$ cat src/rtl/cms_pkg.sv
// Shared types and constants of the CAN multi-frame segmenter.
`timescale 1ns / 1ps
`default_nettype none
package cms_pkg;

  localparam int BYTES_PER_SEGMENT  = 7;
  localparam int SINGLE_FRAME_LIMIT = 8;
  localparam int FRAME_BYTES        = 8;
  localparam int POS_W              = $clog2(FRAME_BYTES);

  localparam int ID_W    = 11;
  localparam int LEN_W   = 8;
  localparam int BYTE_W  = 8;
  localparam int DLC_W   = 4;
  localparam int NIB_W   = 4;
  localparam int FILL_W  = 4;

  // floor(x / BYTES_PER_SEGMENT) as (x * RECIP) >> RECIP_SHIFT, exact for x < 2**(LEN_W+1)
  localparam int RECIP_SHIFT = 14;
  localparam int RECIP       = (2**RECIP_SHIFT + BYTES_PER_SEGMENT - 1) / BYTES_PER_SEGMENT;
  localparam int RECIP_W     = RECIP_SHIFT + 1;
  localparam int SUM_W       = LEN_W + 1;
  localparam int PROD_W      = SUM_W + RECIP_W;
  localparam int QUOT_W      = PROD_W - RECIP_SHIFT;

  localparam int S_TDATA_W = 32;
  localparam int M_TDATA_W = 80;

  localparam int QUEUE_DEPTH = 2;
  localparam int QPTR_W      = $clog2(QUEUE_DEPTH);
  localparam int QCNT_W      = $clog2(QUEUE_DEPTH + 1);

  typedef logic [BYTE_W-1:0] byte_t;

  typedef struct packed {
    logic [POS_W-1:0] pos;
    byte_t            data;
    logic             emit;
    logic             hdr_en;
    byte_t            header;
    logic [DLC_W-1:0] dlc;
    logic [ID_W-1:0]  id;
    logic             last;
  } q_item_t;

endpackage
`default_nettype wire

$ cat src/rtl/cms_front.sv
// Front end: accepts payload bytes, tracks message and frame position, classifies each byte.
`timescale 1ns / 1ps
`default_nettype none
module cms_front (
  input  wire logic                            clk_i,
  input  wire logic                            rst_ni,
  input  wire logic                            s_axis_tvalid,
  output logic                                 s_axis_tready,
  input  wire logic [cms_pkg::S_TDATA_W-1:0]   s_axis_tdata,
  output logic                                 push_o,
  output cms_pkg::q_item_t                     item_o,
  input  wire logic                            full_i
);
  import cms_pkg::*;

  logic [LEN_W-1:0]  bytes_left_q, bytes_left_d;
  logic [FILL_W-1:0] fill_q, fill_d;
  logic [NIB_W-1:0]  fidx_q, fidx_d;
  logic [NIB_W-1:0]  lidx_q, lidx_d;
  logic              multi_q, multi_d;
  logic [ID_W-1:0]   id_q, id_d;

  logic [ID_W-1:0]   in_id;
  logic [LEN_W-1:0]  in_len;
  byte_t             in_byte;
  logic              start;
  logic [LEN_W-1:0]  len_eff;
  logic [SUM_W-1:0]  len_sum;
  logic [PROD_W-1:0] prod;
  logic [QUOT_W-1:0] quot;
  logic [LEN_W-1:0]  cur_left, left_n;
  logic              cur_multi;
  logic [FILL_W-1:0] cur_fill, fill_n, dlc_raw;
  logic [NIB_W-1:0]  cur_fidx, cur_lidx;
  logic [ID_W-1:0]   cur_id;
  logic              emit, last, accept;

  assign in_id   = s_axis_tdata[ID_W-1:0];
  assign in_len  = s_axis_tdata[ID_W +: LEN_W];
  assign in_byte = s_axis_tdata[ID_W+LEN_W +: BYTE_W];

  assign s_axis_tready = !full_i;
  assign accept        = s_axis_tvalid && s_axis_tready;
  assign push_o        = accept;

  always_comb begin
    start     = (bytes_left_q == '0);
    len_eff   = (in_len == '0) ? LEN_W'(1) : in_len;
    len_sum   = SUM_W'(len_eff) + SUM_W'(BYTES_PER_SEGMENT - 1);
    prod      = PROD_W'(len_sum) * PROD_W'(RECIP);
    quot      = prod[PROD_W-1:RECIP_SHIFT];
    cur_left  = start ? len_eff : bytes_left_q;
    cur_multi = start ? (len_eff > LEN_W'(SINGLE_FRAME_LIMIT)) : multi_q;
    cur_fill  = start ? '0 : fill_q;
    cur_fidx  = start ? '0 : fidx_q;
    cur_lidx  = start ? NIB_W'(quot - QUOT_W'(1)) : lidx_q;
    cur_id    = start ? in_id : id_q;
    fill_n    = cur_fill + FILL_W'(1);
    left_n    = cur_left - LEN_W'(1);
    last      = (left_n == '0);
    emit      = last
             || (!cur_multi && fill_n >= FILL_W'(SINGLE_FRAME_LIMIT))
             || (cur_multi && fill_n >= FILL_W'(BYTES_PER_SEGMENT));
    dlc_raw   = cur_multi ? fill_n + FILL_W'(1) : fill_n;

    item_o.pos    = cur_multi ? POS_W'(fill_n) : POS_W'(cur_fill);
    item_o.data   = in_byte;
    item_o.emit   = emit;
    item_o.hdr_en = cur_multi;
    item_o.header = {cur_lidx, cur_fidx};
    item_o.dlc    = (dlc_raw > FILL_W'(FRAME_BYTES)) ? DLC_W'(FRAME_BYTES) : DLC_W'(dlc_raw);
    item_o.id     = cur_id;
    item_o.last   = last;

    bytes_left_d = bytes_left_q;
    fill_d       = fill_q;
    fidx_d       = fidx_q;
    lidx_d       = lidx_q;
    multi_d      = multi_q;
    id_d         = id_q;
    if (accept) begin
      bytes_left_d = left_n;
      lidx_d       = cur_lidx;
      id_d         = cur_id;
      multi_d      = cur_multi && !last;
      fill_d       = emit ? '0 : fill_n;
      if (last) begin
        fidx_d = '0;
      end else if (emit) begin
        fidx_d = cur_fidx + NIB_W'(1);
      end else begin
        fidx_d = cur_fidx;
      end
    end
  end

  always_ff @(posedge clk_i or negedge rst_ni) begin
    if (!rst_ni) begin
      bytes_left_q <= '0;
      fill_q       <= '0;
      fidx_q       <= '0;
      lidx_q       <= '0;
      multi_q      <= 1'b0;
      id_q         <= '0;
    end else begin
      bytes_left_q <= bytes_left_d;
      fill_q       <= fill_d;
      fidx_q       <= fidx_d;
      lidx_q       <= lidx_d;
      multi_q      <= multi_d;
      id_q         <= id_d;
    end
  end

  a_idle_clean: assert property (@(posedge clk_i) disable iff (!rst_ni)
    (bytes_left_q == '0) |-> (fill_q == '0 && fidx_q == '0 && !multi_q))
    else $error("idle front holds leftover frame state");

  a_fill_bound: assert property (@(posedge clk_i) disable iff (!rst_ni)
    fill_q < FILL_W'(SINGLE_FRAME_LIMIT))
    else $error("frame fill overran its frame");

endmodule
`default_nettype wire

$ cat src/rtl/cms_queue.sv
// Short queue between front end and frame builder.
`timescale 1ns / 1ps
`default_nettype none
module cms_queue (
  input  wire logic        clk_i,
  input  wire logic        rst_ni,
  input  wire logic        push_i,
  input  cms_pkg::q_item_t item_i,
  output logic             full_o,
  input  wire logic        pop_i,
  output logic             valid_o,
  output cms_pkg::q_item_t item_o
);
  import cms_pkg::*;

  q_item_t           mem_q [QUEUE_DEPTH];
  logic [QPTR_W-1:0] wr_q, rd_q;
  logic [QCNT_W-1:0] cnt_q;

  assign full_o  = (cnt_q == QCNT_W'(QUEUE_DEPTH));
  assign valid_o = (cnt_q != '0);
  assign item_o  = mem_q[rd_q];

  always_ff @(posedge clk_i) begin
    if (push_i) begin
      mem_q[wr_q] <= item_i;
    end
  end

  always_ff @(posedge clk_i or negedge rst_ni) begin
    if (!rst_ni) begin
      wr_q  <= '0;
      rd_q  <= '0;
      cnt_q <= '0;
    end else begin
      if (push_i) begin
        wr_q <= wr_q + QPTR_W'(1);
      end
      if (pop_i) begin
        rd_q <= rd_q + QPTR_W'(1);
      end
      cnt_q <= cnt_q + QCNT_W'(push_i) - QCNT_W'(pop_i);
    end
  end

  a_no_overflow: assert property (@(posedge clk_i) disable iff (!rst_ni)
    !(push_i && full_o && !pop_i))
    else $error("queue written while full");

  a_no_underflow: assert property (@(posedge clk_i) disable iff (!rst_ni)
    pop_i |-> valid_o)
    else $error("queue read while empty");

endmodule
`default_nettype wire

$ cat src/rtl/cms_back.sv
// Frame builder: places classified bytes and emits finished frames.
`timescale 1ns / 1ps
`default_nettype none
module cms_back (
  input  wire logic                           clk_i,
  input  wire logic                           rst_ni,
  input  wire logic                           valid_i,
  input  cms_pkg::q_item_t                    item_i,
  output logic                                pop_o,
  output logic                                m_axis_tvalid,
  input  wire logic                           m_axis_tready,
  output logic [cms_pkg::M_TDATA_W-1:0]       m_axis_tdata,
  output logic                                m_axis_tlast
);
  import cms_pkg::*;

  byte_t             frame_q [FRAME_BYTES];
  byte_t             frame_d [FRAME_BYTES];
  byte_t             done_bytes [FRAME_BYTES];
  byte_t             out_bytes_q [FRAME_BYTES];
  logic [ID_W-1:0]   out_id_q;
  logic [DLC_W-1:0]  out_dlc_q;
  logic              out_last_q;
  logic              out_valid_q, out_valid_d;
  logic              load;

  assign pop_o = valid_i && (!item_i.emit || !out_valid_q || m_axis_tready);
  assign load  = pop_o && item_i.emit;

  always_comb begin
    for (int k = 0; k < FRAME_BYTES; k++) begin
      done_bytes[k] = frame_q[k];
      frame_d[k]    = frame_q[k];
    end
    done_bytes[item_i.pos] = item_i.data;
    if (item_i.hdr_en) begin
      done_bytes[0] = item_i.header;
    end
    if (pop_o) begin
      for (int k = 0; k < FRAME_BYTES; k++) begin
        frame_d[k] = item_i.emit ? '0 : done_bytes[k];
      end
    end
    out_valid_d = load || (out_valid_q && !m_axis_tready);
  end

  always_ff @(posedge clk_i or negedge rst_ni) begin
    if (!rst_ni) begin
      out_valid_q <= 1'b0;
      for (int k = 0; k < FRAME_BYTES; k++) begin
        frame_q[k] <= '0;
      end
    end else begin
      out_valid_q <= out_valid_d;
      for (int k = 0; k < FRAME_BYTES; k++) begin
        frame_q[k] <= frame_d[k];
      end
    end
  end

  always_ff @(posedge clk_i) begin
    if (load) begin
      out_id_q   <= item_i.id;
      out_dlc_q  <= item_i.dlc;
      out_last_q <= item_i.last;
      for (int k = 0; k < FRAME_BYTES; k++) begin
        out_bytes_q[k] <= done_bytes[k];
      end
    end
  end

  always_comb begin
    m_axis_tdata = '0;
    m_axis_tdata[ID_W-1:0] = out_id_q;
    m_axis_tdata[ID_W +: DLC_W] = out_dlc_q;
    for (int k = 0; k < FRAME_BYTES; k++) begin
      m_axis_tdata[ID_W + DLC_W + k*BYTE_W +: BYTE_W] = out_bytes_q[k];
    end
  end

  assign m_axis_tvalid = out_valid_q;
  assign m_axis_tlast  = out_last_q;

  a_dlc_range: assert property (@(posedge clk_i) disable iff (!rst_ni)
    out_valid_q |-> (out_dlc_q != '0 && out_dlc_q <= DLC_W'(FRAME_BYTES)))
    else $error("frame length code out of range");

  a_clear_after_emit: assert property (@(posedge clk_i) disable iff (!rst_ni)
    load |=> (frame_q[FRAME_BYTES-1] == '0))
    else $error("frame buffer not cleared after emit");

endmodule
`default_nettype wire

$ cat src/rtl/can_multiframe_segmenter_unit.sv
// Top level of the CAN multi-frame segmenter.
// Takes one payload byte per transaction (identifier and length are sampled on the
// first byte of a message) and returns CAN data frames: messages of up to 8 bytes
// as one plain frame, longer ones as 7-byte segments behind a header byte with the
// last frame index in the high nibble and the current index in the low nibble.
// One byte per cycle is sustained while the master side takes frames; an accepted byte
// is written into a two-entry queue between the front end and the frame builder, which
// absorbs output stalls, and reaches the master side from the builder's output register.
`timescale 1ns / 1ps
`default_nettype none
module can_multiframe_segmenter_unit (
  input  wire logic                           clk_i,
  input  wire logic                           rst_ni,
  input  wire logic                           s_axis_tvalid,
  output logic                                s_axis_tready,
  // frame_id[10:0], message_length[18:11], payload_byte[26:19], zero pad
  input  wire logic [cms_pkg::S_TDATA_W-1:0]  s_axis_tdata,
  output logic                                m_axis_tvalid,
  input  wire logic                           m_axis_tready,
  // out_id[10:0], data_length_code[14:11], byte0..byte7[78:15], zero pad
  output logic [cms_pkg::M_TDATA_W-1:0]       m_axis_tdata,
  output logic                                m_axis_tlast
);
  import cms_pkg::*;

  logic    push, full, pop, q_valid;
  q_item_t push_item, pop_item;

  cms_front u_front (
    .clk_i         (clk_i),
    .rst_ni        (rst_ni),
    .s_axis_tvalid (s_axis_tvalid),
    .s_axis_tready (s_axis_tready),
    .s_axis_tdata  (s_axis_tdata),
    .push_o        (push),
    .item_o        (push_item),
    .full_i        (full)
  );

  cms_queue u_queue (
    .clk_i   (clk_i),
    .rst_ni  (rst_ni),
    .push_i  (push),
    .item_i  (push_item),
    .full_o  (full),
    .pop_i   (pop),
    .valid_o (q_valid),
    .item_o  (pop_item)
  );

  cms_back u_back (
    .clk_i         (clk_i),
    .rst_ni        (rst_ni),
    .valid_i       (q_valid),
    .item_i        (pop_item),
    .pop_o         (pop),
    .m_axis_tvalid (m_axis_tvalid),
    .m_axis_tready (m_axis_tready),
    .m_axis_tdata  (m_axis_tdata),
    .m_axis_tlast  (m_axis_tlast)
  );

endmodule
`default_nettype wire
$ cat config.mk
export PLATFORM = sky130hd
export DESIGN_NAME = can_multiframe_segmenter_unit
export DESIGN_NICKNAME = d
export VERILOG_FILES = /design/src/rtl/cms_pkg.sv /design/src/rtl/cms_front.sv /design/src/rtl/cms_queue.sv /design/src/rtl/cms_back.sv /design/src/rtl/can_multiframe_segmenter_unit.sv
export SDC_FILE = /design/constraint.sdc
export NUM_CORES = 1
export LEC_CHECK = 0
export ABC_AREA = 1
export BUFFER_PORTS_ARGS = -buffer_cell sky130_fd_sc_hd__buf_2
export CAP_MARGIN = 20
export CORE_UTILIZATION = 55
export CTS_BUF_LIST = sky130_fd_sc_hd__clkbuf_8
export CTS_CLUSTER_SIZE = 24
export DETAILED_ROUTE_END_ITERATION = 16
export PLACE_DENSITY_LB_ADDON = 0.1
export SYNTH_ARGS = -nofsm -noshare
export SYNTH_HDL_FRONTEND = slang
export SYNTH_SLANG_ARGS = --single-unit
$ cat constraint.sdc
create_clock -name clk_i -period 8.9 [get_ports clk_i]
set_clock_uncertainty 0.15 [all_clocks]
set_input_delay 0 -clock clk_i [delete_from_list [all_inputs] [get_ports clk_i]]
set_output_delay 0 -clock clk_i [all_outputs]
set_load 0.02 [all_outputs]
==> impl_metrics.env <==
export IMPL_avgSynthCellArea_sq_um=10.0
export IMPL_wire_per_inst_microns=14.2
export IMPL_relSlewSlack=0.509
export IMPL_finalNonFillerCells=1650
export IMPL_crit_arrival_ns=4.96
export IMPL_synth_common_cells="nand2_1, inv_1, edfxtp_1"
export IMPL_grt_use_total=0.222
export IMPL_finalSetupTns_ns=0
export IMPL_p_seq_frac=0.389
export IMPL_postCtsHoldBufs=33
export IMPL_grt_pass1_wl_microns=39000
export IMPL_syn_num_nets=1275
export IMPL_insertion_delay_ns=0.54
export IMPL_cp_common_cell="nand2_1"
export IMPL_dr_pass1_iters=5
export IMPL_antenna_found_initial=0
export IMPL_r2r_end="u_front.fidx_q[3]$_DFFE_PN0P_"
export IMPL_cts_resized=0
export IMPL_min_path_type="in2reg"
export IMPL_switching_share=0.413
export IMPL_power_density_nw_per_um2=378
export IMPL_holdWs_ns=0.0394
export IMPL_syn_inst=1183
export IMPL_antenna_left=0
export IMPL_num_antenna_cells=0
export IMPL_min_delay_path_depth=2
export IMPL_fp_dieArea_sq_um=22200
export IMPL_grt_pass1_vias=8000
export IMPL_worstMarginPinSlew_ns=0.736
export IMPL_start_util=0.563
export IMPL_irDropWorstVdd_v=0.000226
export IMPL_fmax_ghz=0.215
export IMPL_synth_ff_type="edfxtp_1"
export IMPL_slew_viol_final=0
export IMPL_reg2reg_depth=17
export IMPL_regToRegSetupSlack_ns=5.41
export IMPL_cpMaxStageDelayCell="dlygate4sd3_1"
export IMPL_async_flop_share=0.396
export IMPL_syn2layout_area_growth_pct=16.8
export IMPL_cts_tree="yes"
export IMPL_fp_row_count=53
export IMPL_place_congestion=0.862
export IMPL_setup_viol=0
export IMPL_end_kind="flip-flop"
export IMPL_wl_microns=23500
export IMPL_path_delay_family="adder cells"
export IMPL_post_cts_setup_buffers=0
export IMPL_synth_most_common_cell="nand2_1"
export IMPL_status="finished, final reports clean"
export IMPL_coreArea_sq_um=21100
export IMPL_min_to="u_queue.mem_q[1][32]$_DFFE_PP_"
export IMPL_die_h_microns=149
export IMPL_syn_area_sq_um=11900
export IMPL_power_switching_mw=2.16
export IMPL_yosysSeqAreaShare=0.602
export IMPL_numCtsBuffers=42
export IMPL_pwr_share_clk=0.180
export IMPL_yosys_top_cells_area="edfxtp_1, dfrtp_1, nand2_1"
export IMPL_port_buffers=112
export IMPL_cts_sinks=255
export IMPL_fin_crit_sh=0.523
export IMPL_placed_cells=1538
export IMPL_multi_input_area_sq_um=3780
export IMPL_io_pins=119
export IMPL_clockRootBuffer="clkbuf_8"
export IMPL_die_w_microns=149
export IMPL_drive_gt1_frac=0.159
export IMPL_synth_distinct_cells=49
export IMPL_path_class="in2reg"
export IMPL_grt_max_degree=66
export IMPL_layout_nets=1433
export IMPL_dp_hpwl_microns=15200
export IMPL_fillers=1676
export IMPL_worstPathRequired_ns=9.21
export IMPL_layout_area_seq_sq_um=7150
export IMPL_clk_path_buf_depth=3
export IMPL_timing_rr_start="u_front.bytes_left_q[7]$_DFFE_PN0P_"
export IMPL_maxCapViolations=0
export IMPL_synth_edff_count=154
export IMPL_start_kind="primary input"
export IMPL_drc=0
export IMPL_period_needed_ns=4.65
export IMPL_placed_area_sq_um=12700
export IMPL_overflow=0
export IMPL_viasPerCell=5.04
export IMPL_hold_start="s_axis_tdata[25]"
export IMPL_final_area_sq_um=13900
export IMPL_slowest_delay_ns=0.53
export IMPL_vias=8316
export IMPL_worst_path_max_fanout=4
export IMPL_yosysTopAreaCellShare=0.389
export IMPL_internal_power_mw=3.07
export IMPL_drt_iter0_drc=368
export IMPL_crit_buf_inv=7
export IMPL_p_leak_nw=6.76
export IMPL_ys_warn_count=0
export IMPL_clk_pin_slew_ns=0.06
export IMPL_synth_ff_latch_count=255
export IMPL_combPwrFrac=0.430
export IMPL_hold_viol=0
export IMPL_htreeDepth=2
export IMPL_yosysTopAreaCell="edfxtp_1"
export IMPL_rsz0062_at_grt="false"
## state kept, by name (all words and copies together) (netlist names)
| register | count |
|---|---|
| u_back.out_dlc_q | 4 |
| u_back.out_id_q | 11 |
| u_back.out_bytes_q | 64 |
| u_front.fidx_q | 4 |
| u_back.m_axis_tvalid | 1 |
| u_front.id_q | 11 |
| u_back.frame_q | 64 |
| u_queue.cnt_q | 2 |
| u_back.m_axis_tlast | 1 |
| u_front.bytes_left_q | 8 |
| u_front.fill_q | 4 |
| u_queue.rd_q | 1 |
| u_front.multi_q | 1 |
| u_queue.mem_q | 74 |
| u_front.lidx_q | 4 |
| u_queue.wr_q | 1 |
## per-stage QoR
step | setup slack [ns] | power [mW] | util
after floorplan | 4.90 | 3.66 | -
after global placement | 4.24 | 4.22 | 0.602
after CTS | 4.32 | 5.27 | 0.656
after detailed placement | 4.19 | 4.29 | 0.603
after global routing | 3.94 | 5.64 | 0.658
final | 4.25 | 5.24 | 0.658
## power groups by stage
stage	Sequential [mW]	Clock, mW	Combinational, mW
final	2.04	0.944	2.25
after global routing	2.08	1.02	2.54
after CTS	2.04	0.969	2.26
after detailed placement	2.06	0	2.23
after global placement	2.05	0	2.17
after floorplan	2.31	0	1.34
## cells by family after synthesis
logic type / after synthesis / share of synthesized area
AO/OA/AOI/OAI: 216 / 0.104
XOR/XNOR: 17 / 0.0125
adder cells (fa/ha/maj): 56 / 0.0647
buffers and inverters: 252 / 0.0812
flip-flops: 255 / 0.602
multiplexers: 2 / 0.00169
other: 1 / 0.000316
AND/OR/NAND/NOR: 384 / 0.134
## cell usage in the layout (no fill, tap or decap), drive strengths merged, types with 2 or more instances in the layout
| master | instances |
|---|---|
| a211oi | 3 |
| a21oi | 14 |
| buf | 124 |
| clkbuf | 43 |
| clkinv | 20 |
| dfrtp | 101 |
| dlygate4sd3 | 32 |
| edfxtp | 154 |
| fa | 9 |
| ha | 47 |
| inv | 223 |
| mux2i | 2 |
| nand2 | 267 |
| nand3 | 36 |
| nand4 | 4 |
| nor2 | 54 |
| nor3 | 4 |
| nor4 | 3 |
| o21ai | 125 |
| o22ai | 59 |
| o31ai | 9 |
| or2 | 14 |
| xnor2 | 8 |
| xor2 | 9 |
## how the worst max path moves through the flow
stage / endpoint / slack (ns) / from / cells past startpoint
2_1_floorplan: u_front.lidx_q[2]$_DFFE_PN0P_ / 4.90 / s_axis_tdata[12] / 28
3_3_place_gp: u_front.lidx_q[2]$_DFFE_PN0P_ / 4.24 / s_axis_tdata[12] / 29
3_5_place_dp: u_front.lidx_q[2]$_DFFE_PN0P_ / 4.19 / s_axis_tdata[12] / 29
4_1_cts: u_front.lidx_q[2]$_DFFE_PN0P_ / 4.32 / s_axis_tdata[14] / 31
5_1_grt: u_front.lidx_q[1]$_DFFE_PN0P_ / 3.94 / s_axis_tdata[14] / 28
6_report: u_front.lidx_q[2]$_DFFE_PN0P_ / 4.25 / s_axis_tdata[14] / 31
## layout make-up
class	instances	share of cell area
tap	275	0.0248
inverter	210	0.0569
multi-input combinational	676	0.272
clock inverter	35	0.0132
timing repair buffer	156	0.0745
sequential	255	0.516
clock buffer	43	0.0427
## metal layers
metal,GRT usage,part of all wire,vias up
met1,0.295,0.45,3871
li1,-,-,4223
met2,0.370,0.48,185
met4,0.0709,0.020,0
met5,0,0,-
met3,0.0388,0.049,37
Note: power is estimated with default switching activity, not from simulation.
